`src/tccw_pkg.sv`:
```
// Shared types, constants and helper functions for the text console cursor writer.
package tccw_pkg;

  localparam int SCREEN_COLUMNS = 80;
  localparam int SCREEN_ROWS    = 25;

  localparam int ROW_W = 5;
  localparam int COL_W = 7;
  localparam int POS_W = 11;

  localparam logic [7:0] CHAR_BACKSPACE = 8'd8;
  localparam logic [7:0] CHAR_NEWLINE   = 8'd10;
  localparam logic [7:0] CHAR_RETURN    = 8'd13;
  localparam logic [7:0] CHAR_SPACE     = 8'd32;

  localparam logic OP_PUT_CHAR     = 1'b0;
  localparam logic OP_CLEAR_SCREEN = 1'b1;

  localparam logic ADDR_TEXT_ATTRIBUTE = 1'b0;
  localparam logic [7:0] TEXT_ATTRIBUTE_RESET = 8'd7;

  typedef enum logic [1:0] {
    ACT_WRITE_CELL   = 2'd0,
    ACT_CLEAR_ROW    = 2'd1,
    ACT_CURSOR       = 2'd2,
    ACT_CLEAR_SCREEN = 2'd3
  } action_t;

  typedef struct packed {
    action_t            action;
    logic [ROW_W-1:0]   row;
    logic [COL_W-1:0]   column;
    logic [7:0]         cell_char;
    logic [7:0]         cell_attribute;
    logic [POS_W-1:0]   cursor_position;
  } result_t;

  // up to four results caused by one input item
  typedef struct packed {
    result_t [3:0] slot;
    logic [2:0]    count;
  } batch_t;

  function automatic logic [POS_W-1:0] cursor_pos(input logic [ROW_W-1:0] row,
                                                  input logic [COL_W-1:0] col);
    logic [ROW_W+COL_W:0] full;
    full = (ROW_W+COL_W+1)'(row) * (ROW_W+COL_W+1)'(SCREEN_COLUMNS)
         + (ROW_W+COL_W+1)'(col);
    return full[POS_W-1:0];
  endfunction

  function automatic result_t mk_cursor(input logic [ROW_W-1:0] row,
                                        input logic [COL_W-1:0] col);
    result_t r;
    r.action          = ACT_CURSOR;
    r.row             = row;
    r.column          = col;
    r.cell_char       = '0;
    r.cell_attribute  = '0;
    r.cursor_position = cursor_pos(row, col);
    return r;
  endfunction

  function automatic result_t mk_write(input logic [ROW_W-1:0] row,
                                       input logic [COL_W-1:0] col,
                                       input logic [7:0] ch, input logic [7:0] attr);
    result_t r;
    r.action          = ACT_WRITE_CELL;
    r.row             = row;
    r.column          = col;
    r.cell_char       = ch;
    r.cell_attribute  = attr;
    r.cursor_position = '0;
    return r;
  endfunction

  function automatic result_t mk_clear_row(input logic [ROW_W-1:0] row,
                                           input logic [7:0] attr);
    result_t r;
    r.action          = ACT_CLEAR_ROW;
    r.row             = row;
    r.column          = '0;
    r.cell_char       = '0;
    r.cell_attribute  = attr;
    r.cursor_position = '0;
    return r;
  endfunction

  function automatic result_t mk_clear_screen();
    result_t r;
    r.action          = ACT_CLEAR_SCREEN;
    r.row             = '0;
    r.column          = '0;
    r.cell_char       = '0;
    r.cell_attribute  = '0;
    r.cursor_position = '0;
    return r;
  endfunction

endpackage

```
`src/tccw_if.sv`:
```
// Valid/ready channel interfaces for console commands and screen update beats.
interface tccw_in_if;
  logic       valid;
  logic       ready;
  logic       operation;
  logic [7:0] char_code;

  modport source (output valid, output operation, output char_code, input ready);
  modport sink   (input valid, input operation, input char_code, output ready);
endinterface

interface tccw_out_if;
  logic        valid;
  logic        ready;
  logic [1:0]  action;
  logic [4:0]  row;
  logic [6:0]  column;
  logic [7:0]  cell_char;
  logic [7:0]  cell_attribute;
  logic [10:0] cursor_position;
  logic        last;

  modport source (output valid, output action, output row, output column, output cell_char,
                  output cell_attribute, output cursor_position, output last, input ready);
  modport sink   (input valid, input action, input row, input column, input cell_char,
                  input cell_attribute, input cursor_position, input last, output ready);
endinterface

```
`src/tccw_cfg.sv`:
```
// APB-style register block holding the text attribute.
module tccw_cfg (
  input  logic        clk,
  input  logic        rst_n,
  input  logic        psel,
  input  logic        penable,
  input  logic        pwrite,
  input  logic        paddr,
  input  logic [31:0] pwdata,
  output logic [31:0] prdata,
  output logic        pready,
  output logic [7:0]  text_attribute
);

  logic [7:0] attr_r;
  logic       wr_en;

  assign pready = 1'b1;
  assign wr_en  = psel && penable && pwrite && (paddr == tccw_pkg::ADDR_TEXT_ATTRIBUTE);

  always_ff @(posedge clk) begin
    if (!rst_n) begin
      attr_r <= tccw_pkg::TEXT_ATTRIBUTE_RESET;
    end else if (wr_en) begin
      attr_r <= pwdata[7:0];
    end
  end

  assign prdata = (paddr == tccw_pkg::ADDR_TEXT_ATTRIBUTE) ? {24'd0, attr_r} : 32'd0;
  assign text_attribute = attr_r;

endmodule

```
`src/tccw_core.sv`:
```
// Input register, cursor state and the decode that builds each item's result batch.
module tccw_core (
  input  logic               clk,
  input  logic               rst_n,
  tccw_in_if.sink            in_ch,
  input  logic [7:0]         text_attribute,
  output tccw_pkg::batch_t   batch,
  output logic               batch_valid,
  input  logic               batch_ready
);

  logic       in_v_r;
  logic       op_r;
  logic [7:0] ch_r;
  logic [tccw_pkg::COL_W-1:0] col_r, col_nxt;
  logic [tccw_pkg::ROW_W-1:0] row_r, row_nxt;
  logic       take;
  logic [tccw_pkg::ROW_W:0]   row_inc;
  logic [tccw_pkg::ROW_W-1:0] row_wrap;
  logic [tccw_pkg::COL_W:0]   col_inc;
  logic [tccw_pkg::COL_W-1:0] col_dec;
  logic       col_end;
  tccw_pkg::batch_t b;

  assign take        = in_v_r && batch_ready;
  // no beat is taken while reset is held
  assign in_ch.ready = rst_n && (!in_v_r || take);
  assign batch_valid = in_v_r;
  assign batch       = b;

  always_ff @(posedge clk) begin
    if (!rst_n) begin
      in_v_r <= 1'b0;
      col_r  <= '0;
      row_r  <= '0;
    end else begin
      if (in_ch.ready) begin
        in_v_r <= in_ch.valid;
      end
      if (take) begin
        col_r <= col_nxt;
        row_r <= row_nxt;
      end
    end
  end

  always_ff @(posedge clk) begin
    if (in_ch.ready && in_ch.valid) begin
      op_r <= in_ch.operation;
      ch_r <= in_ch.char_code;
    end
  end

  // next row with wrap back to the top
  assign row_inc  = {1'b0, row_r} + (tccw_pkg::ROW_W+1)'(1);
  assign row_wrap = (row_inc >= (tccw_pkg::ROW_W+1)'(tccw_pkg::SCREEN_ROWS)) ?
                    '0 : row_inc[tccw_pkg::ROW_W-1:0];
  assign col_inc  = {1'b0, col_r} + (tccw_pkg::COL_W+1)'(1);
  assign col_end  = col_inc >= (tccw_pkg::COL_W+1)'(tccw_pkg::SCREEN_COLUMNS);
  assign col_dec  = col_r - tccw_pkg::COL_W'(1);

  always_comb begin
    b       = '0;
    col_nxt = col_r;
    row_nxt = row_r;
    priority if (op_r == tccw_pkg::OP_CLEAR_SCREEN) begin
      b.slot[0] = tccw_pkg::mk_clear_screen();
      b.slot[1] = tccw_pkg::mk_cursor('0, '0);
      b.count   = 3'd2;
      col_nxt   = '0;
      row_nxt   = '0;
    end else if (ch_r == tccw_pkg::CHAR_NEWLINE) begin
      b.slot[0] = tccw_pkg::mk_clear_row(row_wrap, text_attribute);
      b.slot[1] = tccw_pkg::mk_cursor(row_wrap, '0);
      b.count   = 3'd2;
      col_nxt   = '0;
      row_nxt   = row_wrap;
    end else if (ch_r == tccw_pkg::CHAR_BACKSPACE) begin
      // column 0: nothing happens
      if (col_r != '0) begin
        b.slot[0] = tccw_pkg::mk_write(row_r, col_dec, tccw_pkg::CHAR_SPACE, text_attribute);
        b.slot[1] = tccw_pkg::mk_cursor(row_r, col_r);
        b.slot[2] = tccw_pkg::mk_cursor(row_r, col_dec);
        b.count   = 3'd3;
        col_nxt   = col_dec;
      end
    end else if (ch_r == tccw_pkg::CHAR_RETURN) begin
      b.slot[0] = tccw_pkg::mk_cursor(row_r, '0);
      b.count   = 3'd1;
      col_nxt   = '0;
    end else begin
      b.slot[0] = tccw_pkg::mk_write(row_r, col_r, ch_r, text_attribute);
      if (col_end) begin
        // end of row: new line, then the cursor is reported twice
        b.slot[1] = tccw_pkg::mk_clear_row(row_wrap, text_attribute);
        b.slot[2] = tccw_pkg::mk_cursor(row_wrap, '0);
        b.slot[3] = tccw_pkg::mk_cursor(row_wrap, '0);
        b.count   = 3'd4;
        col_nxt   = '0;
        row_nxt   = row_wrap;
      end else begin
        b.slot[1] = tccw_pkg::mk_cursor(row_r, col_inc[tccw_pkg::COL_W-1:0]);
        b.count   = 3'd2;
        col_nxt   = col_inc[tccw_pkg::COL_W-1:0];
      end
    end
  end

endmodule

```
`src/tccw_seq.sv`:
```
// Result register bank that hands out one batch's beats in order.
module tccw_seq (
  input  logic               clk,
  input  logic               rst_n,
  input  tccw_pkg::batch_t   batch,
  input  logic               batch_valid,
  output logic               batch_ready,
  tccw_out_if.source         out_ch
);

  tccw_pkg::result_t [3:0] slot_r;
  logic [2:0] cnt_r;
  logic       pop;
  logic       load;

  assign pop         = out_ch.valid && out_ch.ready;
  assign batch_ready = (cnt_r == 3'd0) || ((cnt_r == 3'd1) && out_ch.ready);
  assign load        = batch_valid && batch_ready;

  always_ff @(posedge clk) begin
    if (!rst_n) begin
      cnt_r <= '0;
    end else if (load) begin
      cnt_r <= batch.count;
    end else if (pop) begin
      cnt_r <= cnt_r - 3'd1;
    end
  end

  always_ff @(posedge clk) begin
    if (load) begin
      slot_r <= batch.slot;
    end else if (pop) begin
      slot_r <= {slot_r[3], slot_r[3:1]};
    end
  end

  assign out_ch.valid           = cnt_r != 3'd0;
  assign out_ch.action          = slot_r[0].action;
  assign out_ch.row             = slot_r[0].row;
  assign out_ch.column          = slot_r[0].column;
  assign out_ch.cell_char       = slot_r[0].cell_char;
  assign out_ch.cell_attribute  = slot_r[0].cell_attribute;
  assign out_ch.cursor_position = slot_r[0].cursor_position;
  assign out_ch.last            = cnt_r == 3'd1;

endmodule

```
`src/text_console_cursor_writer.sv`:
```
// Top level of the text console cursor writer.
// Commands arrive on in_ch: operation 1 clears the screen and homes the cursor,
// operation 0 puts char_code (newline, carriage return and backspace are handled
// as cursor controls, every other byte is written to the cell under the cursor).
// Each command yields zero to four beats on out_ch: cell writes, row clears,
// screen clears and cursor position updates; last marks the final beat of one
// command. The APB port holds text_attribute at address 0; write it only while idle.
// A command is registered on accept, decoded into a bank of result registers once
// the bank is free, and its first beat is driven straight from that bank.
// Throughput: one beat per cycle on out_ch while out_ch.ready is high; a command
// yields 1 to 4 beats, and a backspace in column 0 yields none.
// The result bank is the limit: the next batch loads as the last beat leaves.
// While out_ch stalls, one further command is still taken into the input register.
// Reset clears the cursor to row 0, column 0, drops pending beats and sets the
// attribute to 7; in_ch is not ready while reset is held.
module text_console_cursor_writer (
  input  logic        clk,
  input  logic        rst_n,
  tccw_in_if.sink     in_ch,
  tccw_out_if.source  out_ch,
  input  logic        psel,
  input  logic        penable,
  input  logic        pwrite,
  input  logic        paddr,
  input  logic [31:0] pwdata,
  output logic [31:0] prdata,
  output logic        pready
);

  logic [7:0]       text_attribute;
  tccw_pkg::batch_t batch;
  logic             batch_valid;
  logic             batch_ready;

  tccw_cfg u_cfg (
    .clk            (clk),
    .rst_n          (rst_n),
    .psel           (psel),
    .penable        (penable),
    .pwrite         (pwrite),
    .paddr          (paddr),
    .pwdata         (pwdata),
    .prdata         (prdata),
    .pready         (pready),
    .text_attribute (text_attribute)
  );

  tccw_core u_core (
    .clk            (clk),
    .rst_n          (rst_n),
    .in_ch          (in_ch),
    .text_attribute (text_attribute),
    .batch          (batch),
    .batch_valid    (batch_valid),
    .batch_ready    (batch_ready)
  );

  tccw_seq u_seq (
    .clk         (clk),
    .rst_n       (rst_n),
    .batch       (batch),
    .batch_valid (batch_valid),
    .batch_ready (batch_ready),
    .out_ch      (out_ch)
  );

endmodule

```
`src/flat_wrapper.sv`:
```
// flat-port wrapper written by rule: the top's interface ports become plain ports
module text_console_cursor_writer_flat 
  (clk, rst_n, psel, penable, pwrite, paddr, pwdata, prdata, pready, in_ch_valid, in_ch_operation, in_ch_char_code, in_ch_ready, out_ch_valid, out_ch_action, out_ch_row, out_ch_column, out_ch_cell_char, out_ch_cell_attribute, out_ch_cursor_position, out_ch_last, out_ch_ready);
  tccw_in_if in_ch_i ();
  tccw_out_if out_ch_i ();
  input  logic clk;
  input  logic rst_n;
  input  logic psel;
  input  logic penable;
  input  logic pwrite;
  input  logic paddr;
  input  logic [31:0] pwdata;
  output logic [31:0] prdata;
  output logic pready;
  input wire logic [$bits(in_ch_i.valid)-1:0] in_ch_valid;
  input wire logic [$bits(in_ch_i.operation)-1:0] in_ch_operation;
  input wire logic [$bits(in_ch_i.char_code)-1:0] in_ch_char_code;
  output wire logic [$bits(in_ch_i.ready)-1:0] in_ch_ready;
  output wire logic [$bits(out_ch_i.valid)-1:0] out_ch_valid;
  output wire logic [$bits(out_ch_i.action)-1:0] out_ch_action;
  output wire logic [$bits(out_ch_i.row)-1:0] out_ch_row;
  output wire logic [$bits(out_ch_i.column)-1:0] out_ch_column;
  output wire logic [$bits(out_ch_i.cell_char)-1:0] out_ch_cell_char;
  output wire logic [$bits(out_ch_i.cell_attribute)-1:0] out_ch_cell_attribute;
  output wire logic [$bits(out_ch_i.cursor_position)-1:0] out_ch_cursor_position;
  output wire logic [$bits(out_ch_i.last)-1:0] out_ch_last;
  input wire logic [$bits(out_ch_i.ready)-1:0] out_ch_ready;
  assign in_ch_i.valid = in_ch_valid;
  assign in_ch_i.operation = in_ch_operation;
  assign in_ch_i.char_code = in_ch_char_code;
  assign in_ch_ready = in_ch_i.ready;
  assign out_ch_valid = out_ch_i.valid;
  assign out_ch_action = out_ch_i.action;
  assign out_ch_row = out_ch_i.row;
  assign out_ch_column = out_ch_i.column;
  assign out_ch_cell_char = out_ch_i.cell_char;
  assign out_ch_cell_attribute = out_ch_i.cell_attribute;
  assign out_ch_cursor_position = out_ch_i.cursor_position;
  assign out_ch_last = out_ch_i.last;
  assign out_ch_i.ready = out_ch_ready;
  text_console_cursor_writer u_core (.clk(clk), .rst_n(rst_n), .in_ch(in_ch_i), .out_ch(out_ch_i), .psel(psel), .penable(penable), .pwrite(pwrite), .paddr(paddr), .pwdata(pwdata), .prdata(prdata), .pready(pready));
endmodule
```
`config.mk`:
```
export PLATFORM = sky130hd
export DESIGN_NAME = text_console_cursor_writer_flat
export DESIGN_NICKNAME = d
export VERILOG_FILES = /design/src/tccw_pkg.sv /design/src/tccw_if.sv /design/src/tccw_cfg.sv /design/src/tccw_core.sv /design/src/tccw_seq.sv /design/src/text_console_cursor_writer.sv /design/src/flat_wrapper.sv
export SDC_FILE = /design/constraint.sdc
export NUM_CORES = 1
export LEC_CHECK = 0
export BUFFER_PORTS_ARGS = -buffer_cell sky130_fd_sc_hd__buf_4
export CORE_MARGIN = 4
export CORE_UTILIZATION = 55
export CTS_CLUSTER_SIZE = 30
export DETAILED_ROUTE_END_ITERATION = 8
export PLACE_DENSITY = 0.78
export SETUP_SLACK_MARGIN = 0.15
export SLEW_MARGIN = 20
export SYNTH_ARGS = -nofsm -noshare
export SYNTH_HDL_FRONTEND = slang
export SYNTH_SLANG_ARGS = --single-unit
```
`constraint.sdc`:
```
create_clock -name clk -period 6.25 [get_ports clk]
set_clock_uncertainty 0.2 [all_clocks]
set_input_delay 0.9375 -clock clk [delete_from_list [all_inputs] [get_ports clk]]
set_output_delay 0.9375 -clock clk [all_outputs]
set_load 0.01 [all_outputs]
```
==> parameters.txt <==
Parameter                              Value

Yosys
  Largest cells by area after synthesis    edfxtp_1 (43%), buf_4 (6.8%), dfxtp_1 (6.3%), ha_1 (4.7%), nand2_1 (2.8%)
  Flop and latch count out of synthesis    134
  Leading cell type by number of instances after synthesis    edfxtp_1
  Post-synth top area share    43.2%
  Post-synthesis instance area    0.00765 sq mm
  Count of different cell masters after synthesis    70
  Count of flip-flops with a built-in enable after synthesis    110
  Post-synth ARST share    0%
  Sequential cell area fraction in the yosys report    49.4%
  Primary flip-flop cell chosen by synthesis mapping    edfxtp_1
  Avg Cell Area, Syn    10.9 sq um
  Top cell types by occurrence after synthesis    edfxtp_1 (110), buf_4 (69), nand2_1 (57)
  Dominant cell type by area after synthesis    edfxtp_1
  Gate count after technology mapping    705
  Synth Warn #    0

Power and ir drop
  Lkg Pwr    3.50 nW
  Sequential group share of total power    43.7%
  Clock share of power    30.6%
  Power share of the combinational group    25.7%
  Peak supply drop    221 uV
  Power density over the cells    403 mW/mm^2
  Int Power    2.46 mW
  Sw power    0.981 mW
  Switching Fraction    28.5%

Timing
  Final setup vio count    0
  Worst-Margin Slew    1080 ps
  RSZ-0062 raised after global routing    no
  Pins Over Slew Limit    0
  Highest achievable clock rate    221 MHz
  Post-route fraction of the period consumed by the critical path    72.3%
  Headroom to the max-slew limit    27.5%
  Total Neg Setup Slack    0 ps
  Final Hold Slack    303 ps
  Final critical path time including I/O delays and setup    4520 ps
  Final hold violation count    0

Clock tree
  Worst-Skew Late Latency    420 ps
  Number of buffers created by CTS    17
  Clock tree from TritonCTS    yes
  Root buffer cell    clkbuf_16
  CTS HTree Levels    4
  Total of cells resized after clock tree synthesis    0
  Max Root-Sink Buffers    2
  Post-CTS Setup Bufs    0
  Number of clock sinks seen by CTS    134
  Register clock-pin slew on the reported worst setup and hold paths    60 ps
  Hold bufs inserted after CTS    0

Cells and area
  Final instance area    0.00855 sq mm
  Final antenna diode count    0
  Area delta synth->final    11.8%
  Fraction of layout instances using a drive strength above 1    17.3%
  # nets final    808
  Final core utilization    63.6%
  FILL cells    1079

Place
  Final GP Congestion    0.924
  Number of I/O port buffers    76
  Cell area after placement    0.00791 sq mm
  HPWL after DPL    12600 um

GRT
  Largest net degree at the start of global routing    63
  Most heavily used metal layer in global routing    met2
  Met1 Usage GRT    29.5%
  Met2 Usage GRT    38.7%
  First-pass GRT wire length    29200 um
  Initial antenna violation count    0
  Met3 Usage GRT    5.33%
  Residual overflow from global routing    0
  Via count of the first global-routing pass    5547
  Overall routing resource usage    23.4%

Die
  Top-Level Pins    126
  Chip height    126 um
  Starting density of the core    56.9%
  Placeable core region    0.0135 sq mm
  X dimension of the die    126 um
  Number of rows created at floorplan    42
  Die area    0.0159 sq mm

Detailed routing
  DRT iter0 DRCs    636
  TritonRoute pass-1 iters    5
  Vias per cell    6.15
  DRC Markers    0
  Antenna-violating nets left    0
  Total wire length after detailed routing    18500 um
  Routed len/inst    20.3 um
  Vias after detailed routing    5622

Setup path
  Worst setup EP type    flop
  Startpoint class of the critical path    flop
  Minimum setup slack among reg-to-reg paths    1730 ps
  Data arrival at the endpoint of the critical path    4470 ps
  CP Capture Point    u_core.u_seq.slot_r[50]$_DFFE_PP_
  End of the worst register-to-register path    u_core.u_seq.slot_r[50]$_DFFE_PP_
  Class of the most critical setup path    flop to flop
  Crit. Startpoint    u_core.u_core.row_r[1]$_SDFFE_PN0P_
  Startpoint of the lowest-slack register-to-register path    u_core.u_core.row_r[1]$_SDFFE_PN0P_
  Worst r2r path cells    13
  Top fanout value on the critical path    17
  Required @ worst endpoint    6210 ps

Outcome
  Run status    completed

Min path
  Worst hold path class    flop to flop
  Hold path depth    2

Flow run
  Max-cap violations    0
-- through the flow --
stage	setup WS, ps	total power [mW]	std cells
2_1_floorplan	2680	2.19	728
3_3_place_gp	1940	2.37	882
3_5_place_dp	1890	2.41	882
4_1_cts	1800	3.45	914
5_1_grt	1420	3.59	914
6_report	1730	3.44	914
-- layout make-up --
class | count | area, sq um | area share [%]
clock buffer | 30 | 632 | 7.39
timing repair buffer | 80 | 601 | 7.02
sequential | 134 | 3780 | 44.2
clock inverter | 2 | 15.0 | 0.176
tap | 176 | 220 | 2.57
multi-input combinational | 470 | 3220 | 37.6
inverter | 22 | 82.6 | 0.965
-- registers in the layout (all words and copies together), names as in the netlist --
signal,flops
u_core.u_seq.slot_r,60
u_core.u_seq.out_ch.cursor_position,11
u_core.u_cfg.text_attribute,8
u_core.u_core.ch_r,8
u_core.u_seq.out_ch.cell_attribute,8
u_core.u_seq.out_ch.cell_char,8
u_core.u_core.col_r,7
u_core.u_seq.out_ch.column,7
u_core.u_core.row_r,5
u_core.u_seq.out_ch.row,5
u_core.u_seq.cnt_r,3
u_core.u_seq.out_ch.action,2
u_core.u_core.batch_valid,1
u_core.u_core.op_r,1
-- cell families after synthesis --
logic type / Yosys count / synth area share [%]
and+or+nand+nor: 203 / 14.2
DFF: 134 / 49.4
other: 2 / 0.0981
xor gates and xnor gates: 26 / 2.98
muxes: 2 / 0.278
AOI/OAI and AO/OA: 180 / 17.2
buffers and inverters: 124 / 9.78
adders and majority gates: 34 / 6.05
-- critical path, stage by stage (launching register included) --
cell     delay (ps)
dfxtp_1         770
inv_1           340
ha_1            330
nor2b_1         140
a32oi_1         190
o21ai_0         110
a31oi_1         510
ha_1            370
ha_1            230
fa_1            380
xnor2_1         260
nor2_1           90
a31oi_1         200
o21ai_0         110
-- per-layer routing --
layer	vias up	wire length (um)
met2	284	9310
met5	-	0
met3	54	1450
met1	2732	7190
met4	0	607
li1	2552	-
-- worst min path at each step --
stage               slack (ps)                                          end                                   startpoint
global route               340  u_core.u_cfg.text_attribute[2]$_SDFFE_PN1P_  u_core.u_cfg.text_attribute[2]$_SDFFE_PN1P_
detailed placement         290  u_core.u_cfg.text_attribute[1]$_SDFFE_PN1P_  u_core.u_cfg.text_attribute[1]$_SDFFE_PN1P_
global placement           290  u_core.u_cfg.text_attribute[2]$_SDFFE_PN1P_  u_core.u_cfg.text_attribute[2]$_SDFFE_PN1P_
finish                     300  u_core.u_cfg.text_attribute[1]$_SDFFE_PN1P_  u_core.u_cfg.text_attribute[1]$_SDFFE_PN1P_
CTS                        300  u_core.u_cfg.text_attribute[2]$_SDFFE_PN1P_  u_core.u_cfg.text_attribute[2]$_SDFFE_PN1P_
floorplan                  260  u_core.u_cfg.text_attribute[3]$_SDFFE_PN0P_  u_core.u_cfg.text_attribute[3]$_SDFFE_PN0P_
-- cells in the final DEF (no fill, tap or decap), types with 21 or more instances in the layout --
cell	count
and3_1	21
a21oi_1	29
conb_1	25
buf_4	80
ha_1	29
clkbuf_16	23
edfxtp_1	110
dfxtp_1	24
o21ai_0	28
nor2_1	40
nand2_1	57
-- power groups by stage --
stage          Clock [mW]  Combinational, mW  Sequential [mW]
4_1_cts              1.05              0.892             1.51
3_3_place_gp            0              0.863             1.51
5_1_grt              1.10              0.962             1.53
2_1_floorplan           0              0.706             1.48
3_5_place_dp            0              0.886             1.52
6_report             1.05              0.886             1.50
Power figures use the tool's default switching activity.
